$ cat config.mk
export PLATFORM = sky130hd
export DESIGN_NAME = tss_ctrl
export DESIGN_NICKNAME = d
export VERILOG_FILES = /design/src/hdl/tridiagonal_system_solver_defines.svh /design/src/hdl/tss_pkg.sv /design/src/hdl/tss_ctrl.sv
export SDC_FILE = /design/constraint.sdc
export NUM_CORES = 1
export LEC_CHECK = 0
export BUFFER_PORTS_ARGS = -buffer_cell sky130_fd_sc_hd__buf_2
export CORE_UTILIZATION = 40
export CTS_CLUSTER_SIZE = 24
export DETAILED_ROUTE_END_ITERATION = 8
export PLACE_DENSITY = 0.71
export SYNTH_ARGS = -nofsm -noshare
export SYNTH_HDL_FRONTEND = slang
export SYNTH_SLANG_ARGS = --single-unit
$ cat constraint.sdc
create_clock -name i_clk -period 3.6 [get_ports i_clk]
set_clock_uncertainty 0.05 [all_clocks]
set_input_delay 0.18 -clock i_clk [delete_from_list [all_inputs] [get_ports i_clk]]
set_output_delay 0.18 -clock i_clk [all_outputs]
set_load 0.005 [all_outputs]
$ cat src/hdl/tridiagonal_system_solver_defines.svh
// ----------------------------------------------------------------------------
// Tridiagonal system solver assertion macros
// Shared concurrent assertion forms, clocked and reset-qualified.
// ----------------------------------------------------------------------------
`ifndef TRIDIAGONAL_SYSTEM_SOLVER_DEFINES_SVH
`define TRIDIAGONAL_SYSTEM_SOLVER_DEFINES_SVH

// same-cycle implication
`define TSS_ASSERT_NOW(lbl, clk, rst_n, pre, post) \
    lbl: assert property (@(posedge clk) disable iff (!rst_n) (pre) |-> (post)) \
        else $error("tss assertion failed");

// next-cycle implication
`define TSS_ASSERT_NEXT(lbl, clk, rst_n, pre, post) \
    lbl: assert property (@(posedge clk) disable iff (!rst_n) (pre) |=> (post)) \
        else $error("tss assertion failed");

`endif

$ cat src/hdl/tss_pkg.sv
`timescale 1ns / 1ps
// ----------------------------------------------------------------------------
// Tridiagonal solver package
// Shared widths, codes, control structs and saturation helper.
// ----------------------------------------------------------------------------
package tss_pkg;

    localparam int DEF_MAX_ROWS  = 64;
    localparam int DEF_FRAC_BITS = 16;
    localparam int DATA_W        = 32;
    localparam int TOL_W         = 16;
    localparam int ROW_W         = 6;
    localparam int STAT_W        = 2;

    localparam logic [STAT_W-1:0] ST_OK    = 2'd0;
    localparam logic [STAT_W-1:0] ST_PIVOT = 2'd1;
    localparam logic [STAT_W-1:0] ST_ROWS  = 2'd2;

    localparam logic [1:0] MUL_A_C = 2'd0;
    localparam logic [1:0] MUL_A_D = 2'd1;
    localparam logic [1:0] MUL_C_X = 2'd2;

    typedef logic signed [DATA_W-1:0] t_data;

    typedef struct packed {
        logic       load;
        logic       piv_first;
        logic       mul_en;
        logic [1:0] mul_sel;
        logic       piv_ld;
        logic       num_ld;
        logic       div_start;
        logic       div_sel_num;
        logic       cq_ld;
        logic       wr;
        logic       x_from_ram;
        logic       x_ld;
        logic       x_clr;
    } t_cmd;

    typedef struct packed {
        logic piv_bad;
        logic div_done;
        logic last;
    } t_stat;

    function automatic t_data sat65(input logic signed [64:0] v);
        t_data res;
        if (v > 65'sd2147483647) begin
            res = 32'sh7FFFFFFF;
        end else if (v < -65'sd2147483648) begin
            res = 32'sh80000000;
        end else begin
            res = t_data'(v[31:0]);
        end
        return res;
    endfunction

endpackage

$ cat src/hdl/tss_ctrl.sv
`timescale 1ns / 1ps
// ----------------------------------------------------------------------------
// Tridiagonal solver controller
// Sequences forward sweep, back substitution and result strobes.
// ----------------------------------------------------------------------------
module tss_ctrl import tss_pkg::*; #(
    parameter int MAX_ROWS = DEF_MAX_ROWS,
    localparam int AW = $clog2(MAX_ROWS)
) (
    input  logic              i_clk,
    input  logic              i_rst_n,
    input  logic              i_start,
    input  logic              i_last_row,
    input  t_stat             i_stat,
    output logic              o_busy,
    output t_cmd              o_cmd,
    output logic [AW-1:0]     o_addr,
    output logic              o_strobe,
    output logic [ROW_W-1:0]  o_row_index,
    output logic              o_last_result,
    output logic [STAT_W-1:0] o_status
);
    localparam int CW = $clog2(MAX_ROWS + 1);

    localparam logic [3:0] S_IDLE  = 4'd0;
    localparam logic [3:0] S_FIRST = 4'd1;
    localparam logic [3:0] S_RD    = 4'd2;
    localparam logic [3:0] S_MA    = 4'd3;
    localparam logic [3:0] S_SP    = 4'd4;
    localparam logic [3:0] S_SN    = 4'd5;
    localparam logic [3:0] S_CHK   = 4'd6;
    localparam logic [3:0] S_DVC   = 4'd7;
    localparam logic [3:0] S_DVD   = 4'd8;
    localparam logic [3:0] S_BS0   = 4'd9;
    localparam logic [3:0] S_BX0   = 4'd10;
    localparam logic [3:0] S_BRD   = 4'd11;
    localparam logic [3:0] S_BML   = 4'd12;
    localparam logic [3:0] S_BSB   = 4'd13;
    localparam logic [3:0] S_ERR   = 4'd14;

    logic [3:0]        r_state, n_state;
    logic [CW-1:0]     r_cnt, n_cnt, cnt_m1, cnt_m2;
    logic [STAT_W-1:0] r_err, n_err;
    logic [AW-1:0]     r_k, n_k;
    logic              r_strobe, n_strobe, r_lastr, n_lastr;
    logic [ROW_W-1:0]  r_row, n_row;
    logic [STAT_W-1:0] r_status, n_status;
    logic [AW+ROW_W-1:0] row_ext_m1, row_ext_k;

    assign cnt_m1     = r_cnt - CW'(1);
    assign cnt_m2     = r_cnt - CW'(2);
    assign row_ext_m1 = {{ROW_W{1'b0}}, cnt_m1[AW-1:0]};
    assign row_ext_k  = {{ROW_W{1'b0}}, r_k};

    always_comb begin
        n_state  = r_state;
        n_cnt    = r_cnt;
        n_err    = r_err;
        n_k      = r_k;
        n_strobe = 1'b0;
        n_lastr  = r_lastr;
        n_row    = r_row;
        n_status = r_status;
        o_cmd    = '0;
        o_addr   = '0;
        unique case (r_state)
            S_IDLE: begin
                if (i_start) begin
                    o_cmd.load = 1'b1;
                    if (r_err != ST_OK) begin
                        n_state = i_last_row ? S_ERR : S_IDLE;
                    end else if (r_cnt == CW'(MAX_ROWS)) begin
                        n_err   = ST_ROWS;
                        n_state = i_last_row ? S_ERR : S_IDLE;
                    end else if (r_cnt == '0) begin
                        n_state = S_FIRST;
                    end else begin
                        n_state = S_RD;
                    end
                end
            end
            S_FIRST: begin
                o_cmd.piv_first = 1'b1;
                n_state = S_CHK;
            end
            S_RD: begin
                o_addr  = cnt_m1[AW-1:0];
                n_state = S_MA;
            end
            S_MA: begin
                o_addr         = cnt_m1[AW-1:0];
                o_cmd.mul_en   = 1'b1;
                o_cmd.mul_sel  = MUL_A_C;
                n_state        = S_SP;
            end
            S_SP: begin
                o_addr        = cnt_m1[AW-1:0];
                o_cmd.piv_ld  = 1'b1;
                o_cmd.mul_en  = 1'b1;
                o_cmd.mul_sel = MUL_A_D;
                n_state       = S_SN;
            end
            S_SN: begin
                o_cmd.num_ld = 1'b1;
                n_state      = S_CHK;
            end
            S_CHK: begin
                if (i_stat.piv_bad) begin
                    n_err   = ST_PIVOT;
                    n_state = i_stat.last ? S_ERR : S_IDLE;
                end else begin
                    o_cmd.div_start   = 1'b1;
                    o_cmd.div_sel_num = i_stat.last;
                    n_state           = i_stat.last ? S_DVD : S_DVC;
                end
            end
            S_DVC: begin
                if (i_stat.div_done) begin
                    o_cmd.cq_ld       = 1'b1;
                    o_cmd.div_start   = 1'b1;
                    o_cmd.div_sel_num = 1'b1;
                    n_state           = S_DVD;
                end
            end
            S_DVD: begin
                o_addr = r_cnt[AW-1:0];
                if (i_stat.div_done) begin
                    o_cmd.wr = 1'b1;
                    n_cnt    = r_cnt + CW'(1);
                    n_state  = i_stat.last ? S_BS0 : S_IDLE;
                end
            end
            S_BS0: begin
                o_addr  = cnt_m1[AW-1:0];
                n_state = S_BX0;
            end
            S_BX0: begin
                o_addr           = cnt_m1[AW-1:0];
                o_cmd.x_from_ram = 1'b1;
                n_strobe         = 1'b1;
                n_row            = row_ext_m1[ROW_W-1:0];
                n_status         = ST_OK;
                n_k              = cnt_m2[AW-1:0];
                if (r_cnt == CW'(1)) begin
                    n_lastr = 1'b1;
                    n_cnt   = '0;
                    n_state = S_IDLE;
                end else begin
                    n_lastr = 1'b0;
                    n_state = S_BRD;
                end
            end
            S_BRD: begin
                o_addr  = r_k;
                n_state = S_BML;
            end
            S_BML: begin
                o_addr        = r_k;
                o_cmd.mul_en  = 1'b1;
                o_cmd.mul_sel = MUL_C_X;
                n_state       = S_BSB;
            end
            S_BSB: begin
                o_addr     = r_k;
                o_cmd.x_ld = 1'b1;
                n_strobe   = 1'b1;
                n_row      = row_ext_k[ROW_W-1:0];
                n_status   = ST_OK;
                if (r_k == '0) begin
                    n_lastr = 1'b1;
                    n_cnt   = '0;
                    n_state = S_IDLE;
                end else begin
                    n_lastr = 1'b0;
                    n_k     = r_k - AW'(1);
                    n_state = S_BRD;
                end
            end
            S_ERR: begin
                o_cmd.x_clr = 1'b1;
                n_strobe    = 1'b1;
                n_row       = '0;
                n_lastr     = 1'b1;
                n_status    = r_err;
                n_err       = ST_OK;
                n_cnt       = '0;
                n_state     = S_IDLE;
            end
            default: begin
                n_state = S_IDLE;
            end
        endcase
    end

    always_ff @(posedge i_clk) begin
        if (!i_rst_n) begin
            r_state  <= S_IDLE;
            r_cnt    <= '0;
            r_err    <= ST_OK;
            r_strobe <= 1'b0;
        end else begin
            r_state  <= n_state;
            r_cnt    <= n_cnt;
            r_err    <= n_err;
            r_strobe <= n_strobe;
        end
    end

    always_ff @(posedge i_clk) begin
        r_k      <= n_k;
        r_row    <= n_row;
        r_lastr  <= n_lastr;
        r_status <= n_status;
    end

    assign o_busy        = r_state != S_IDLE;
    assign o_strobe      = r_strobe;
    assign o_row_index   = r_row;
    assign o_last_result = r_lastr;
    assign o_status      = r_status;
endmodule

==> results.md <==
Status:
- The flow ran to the end, and the final reports show no timing, DRC or antenna violations.

Pwr:
- In this run the power density over the cells is roughly 540 nW/µm².
- The power spent charging and discharging nets is 0.000554 W.
- The peak supply drop is 0.228 mV.
- The static leakage is 1.05 nW.
- The combinational group share of total power is 43.0%.
- The switching share of power is about two fifths.
- The share of total power dissipated in the clock network is 22.1%.
- Registers are responsible for 34.9% of the overall power.
- The internal power component is 0.000802 W.

Clock network:
- The clock buffer count from CTS is 5.
- The clock reaches the later pin of the worst-skew pair after 0.29 ns.
- The number of resized instances in the post-cts repair step is 0.
- After clock tree synthesis, the flow added hold-fix buffers numbering 0.
- The cell at the root of the clock tree is sky130_fd_sc_hd__clkbuf_8.
- The clock tree synthesis step divided the H-tree into 2 levels.
- The clock sink count is 29.
- The buffer count from post-CTS setup fixing is 0.
- After clock tree synthesis, the clock-pin slew on the worst setup and hold paths is approximately 0.06 ns.
- TritonCTS built the clock tree.
- The maximum buffer depth of the clock tree is 2.

Cells and area:
- The number of fill cells is 515.
- The top cell types in the final layout, fill and taps aside, are sky130_fd_sc_hd__buf_2, sky130_fd_sc_hd__nand2_1, sky130_fd_sc_hd__nor2_1, sky130_fd_sc_hd__o21ai_0, sky130_fd_sc_hd__a21oi_1.
- Compared with the post-synthesis result, the final layout area differs by 11.2%.
- The net count of the finished layout is 316.
- The sequential cell area is 731 µm².
- The multi-input gate area in the final layout is around 1300 µm².
- The finished cells cover between 2000 and 2500 µm².
- The number of antenna cells inserted is 0.
- The most common cell after layout, fill and taps aside is sky130_fd_sc_hd__buf_2.
- The share of cells above drive strength 1 is a little under a fifth.

Floorplan:
- The die is 76.9 µm wide.
- The floorplan step defined a die boundary enclosing 5910 µm².
- The placeable core region is 5240 µm².
- For this configuration, the core starts out at a cell density of 42.8%.
- 38 I/O pins were placed.
- The die span in y is a little under 80 µm.
- The initialized floorplan defines 26 standard-cell rows.

Setup path:
- Along the worst path, the maximum fanout reaches 24.
- The register-to-register setup slack is 1.16 ns.
- The startpoint identified for the worst register-to-register timing path is r_state[0].
- The worst register-to-register path ends at r_cnt[3].
- At the worst endpoint, the arrival time is 2.62 ns.
- The sort of element at the start of the critical path is a register.
- The number of cells on the worst reg-to-reg path is 5.
- The start-to-end type of the worst setup path is reg2out.
- STA puts the critical path data required time at 3.37 ns.
- The nature of the critical path endpoint is an output pin.

Global route:
- The wire length of the first global-routing pass is 9380 µm.
- The via count of the first global-routing pass was 1,964.
- The final global-route overflow total is 0.
- The total routing resource utilization after global routing is 19.9%.
- The number of antenna violations at the first check in global routing is 0.
- Entering global routing, the biggest net connects 28 pins.

Yosys:
- The post-synthesis share of cell area spent on full adders, half adders and majority gates is 6.14%.
- The total nets after synthesis is 290.
- The synthesized netlist devotes 4.30% of its cell area to XOR and XNOR gates.
- Summing the areas of all compound-gate instances in the mapped netlist gives a little over a fifth of the synthesized area.
- The largest area contributor in the synthesized netlist is sky130_fd_sc_hd__edfxtp_1.
- The unique cell type count in the Yosys netlist is 60.
- The share of synthesized area occupied by flip-flops and latches is 32.6%.
- The post-synthesis sequential element count is 29.
- The average instance in the mapped netlist occupies 8.24 µm².
- The number of standard cells after synthesis is 272.
- The most used flip-flop cell after synthesis is sky130_fd_sc_hd__edfxtp_1.
- Yosys printed 0 warnings.
- Sorting the synthesized cells by area gives the leading types as sky130_fd_sc_hd__edfxtp_1, sky130_fd_sc_hd__dfxtp_1, sky130_fd_sc_hd__ha_1.
- The count of flip-flops with a built-in enable after synthesis is 15.
- After synthesis, the share of cell area in mux cells is 1.34%.
- The total standard cell area after synthesis is 2240 µm².
- The synthesized-area fraction occupied by and/or/nand/nor cells is 25.5%.
- Of all flip-flops after synthesis, the portion carrying an async set or reset was 0%.
- In this run the biggest area consumer among cell types represents 20.1% of the synthesized area.
- After synthesis, the largest family of logic cells by area is simple AND/OR/NAND/NOR gates.

Place:
- Buffers placed on the I/O ports in this run total 37.
- After legalization and detailed placement, the total HPWL measured 4080 µm.
- The placer congestion estimate is ~0.85.
- The total placed instance area is 2390 µm².

Detailed routing:
- After detailed routing, the met2 layer carries 2650 µm of wire.
- In the routed layout, each cell is associated on average with a via count of between 5 and 6.
- The final routed wirelength across all metal layers is 5580 µm.
- The highest layer used for signal routing is met4.
- The total met3 wirelength after detailed routing is 313 µm.
- Once detail routing completed, the nets flagged for antenna violations numbered 0.
- The number of vias after detailed routing is 2,112.
- The number of design rule violations left after detail routing is 0.
- In this run, the number of DRC markers left after iteration 0 of detailed routing was 158.
- In the final routed layout, each cell accounts on average for roughly 15 µm.
- In the final routing, the length of wire on met1 measures about 2500 µm.
- The length of the first detailed-routing pass in iterations is 4.

STA:
- The worst path needs 2.85 ns of the cycle, external delays included.
- The number of pins exceeding their max-slew limit in the final report is 0.
- The post-route fraction of the period consumed by the critical path is between 70 and 80%.
- Headroom to the max-slew limit came out at a little under 50%.
- Setup repair after global routing left no endpoint under its margin.
- The measured slew at the worst slew-check pin is 0.779 ns.
- The final-report setup violation count is 0.
- For this run, the top clock speed supported by timing is ~350 MHz.
- The final hold violation count is 0.
- Summed over all failing endpoints, the final setup total negative slack is 0 ns.

Min path:
- The worst hold endpoint is r_err[0].
- The worst hold path startpoint is i_stat[2].
- The class of the tightest hold or removal check is in2reg.
- The count of cells along the worst hold path is 3.

Flow run:
- Across the run, the number of max-cap violations was 0.
[area by class of cell]
class / count / share of cell area [%]
multi-input cells: 209 / 53.2
flip-flops and latches: 29 / 29.3
repair buffers: 37 / 7.43
clock buffers: 7 / 3.87
well taps: 70 / 3.52
inverters: 16 / 2.41
clock inverters: 1 / 0.201
[synthesized netlist by cell type, types with 3 or more instances]
| cell type | count |
|---|---|
| sky130_fd_sc_hd__edfxtp_1 | 15 |
| sky130_fd_sc_hd__nand3_1 | 4 |
| sky130_fd_sc_hd__nor2_1 | 25 |
| sky130_fd_sc_hd__o31ai_1 | 6 |
| sky130_fd_sc_hd__nor2b_1 | 4 |
| sky130_fd_sc_hd__and2_1 | 4 |
| sky130_fd_sc_hd__xnor2_1 | 4 |
| sky130_fd_sc_hd__xor2_1 | 7 |
| sky130_fd_sc_hd__nor3b_1 | 4 |
| sky130_fd_sc_hd__clkbuf_1 | 6 |
| sky130_fd_sc_hd__o22ai_1 | 4 |
| sky130_fd_sc_hd__nor3_1 | 9 |
| sky130_fd_sc_hd__nand2_1 | 30 |
| sky130_fd_sc_hd__a21oi_1 | 20 |
| sky130_fd_sc_hd__a22oi_1 | 5 |
| sky130_fd_sc_hd__nand2b_1 | 5 |
| sky130_fd_sc_hd__o21ai_0 | 23 |
| sky130_fd_sc_hd__dfxtp_1 | 14 |
| sky130_fd_sc_hd__mux2i_1 | 3 |
| sky130_fd_sc_hd__ha_1 | 11 |
| sky130_fd_sc_hd__or4_1 | 5 |
| sky130_fd_sc_hd__inv_1 | 16 |
[metal layers]
layer | vias to the layer above | global-route usage (%)
met3 | 7 | 3.33
met2 | 77 | 33.0
li1 | 1027 | -
met1 | 1001 | 25.5
met4 | 0 | 7.69
met5 | - | 0
[power by group through the flow]
stage / Combinational, W / Sequential (W) / Clock, W
3_3_place_gp: 0.000574 / 0.000477 / 0
2_1_floorplan: 0.000472 / 0.000396 / 0
6_report: 0.000583 / 0.000473 / 0.000300
4_1_cts: 0.000581 / 0.000471 / 0.000307
5_1_grt: 0.000656 / 0.000482 / 0.000326
3_5_place_dp: 0.000577 / 0.000477 / 0
[critical path, stage by stage, from the launching register on]
cell                       delay, ns
sky130_fd_sc_hd__dfxtp_1        0.80
sky130_fd_sc_hd__nand2b_1       0.36
sky130_fd_sc_hd__a21boi_0       0.23
sky130_fd_sc_hd__o22a_1         0.33
sky130_fd_sc_hd__o21ai_0        0.13
sky130_fd_sc_hd__a221o_2        0.35
sky130_fd_sc_hd__buf_2          0.13
[flip-flops by register name, indices dropped and copies added (netlist names)]
| name | flops |
|---|---|
| o_status | 2 |
| r_state | 4 |
| r_err | 2 |
| o_row_index | 6 |
| r_cnt | 7 |
| o_strobe | 1 |
| o_last_result | 1 |
| r_k | 6 |
[kinds of logic after synthesis]
| family | Yosys count |
|---|---|
| XOR/XNOR | 11 |
| flip-flops | 29 |
| buffers and inverters | 34 |
| AO/OA/AOI/OAI | 76 |
| adder cells (fa/ha/maj) | 11 |
| multiplexers | 3 |
| AND/OR/NAND/NOR | 108 |
[metrics by stage]
stage	hold WS, ns	cells	worst slack, ns	utilization, %	total power [W]
global placement	0.407	361	1.13	45.6	0.00105
floorplan	0.269	272	1.52	-	0.000868
detailed placement	0.416	361	1.11	45.6	0.00105
CTS	0.118	369	0.793	47.6	0.00136
global route	0.184	369	0.623	47.6	0.00147
finish	0.122	369	0.749	47.6	0.00136
[worst max-delay path by stage]
stage                from        end  slack (ns)  cells past startpoint
6_report       r_state[0]  o_addr[2]        0.75                      6
5_1_grt        r_state[0]  o_addr[2]        0.62                      6
4_1_cts        r_state[0]  o_addr[2]        0.79                      6
3_5_place_dp   r_state[0]  o_addr[2]        1.11                      6
3_3_place_gp   r_state[0]  o_addr[2]        1.13                      6
2_1_floorplan    r_cnt[0]  o_addr[4]        1.52                      6
No activity file was read; power rests on OpenSTA's default activity.
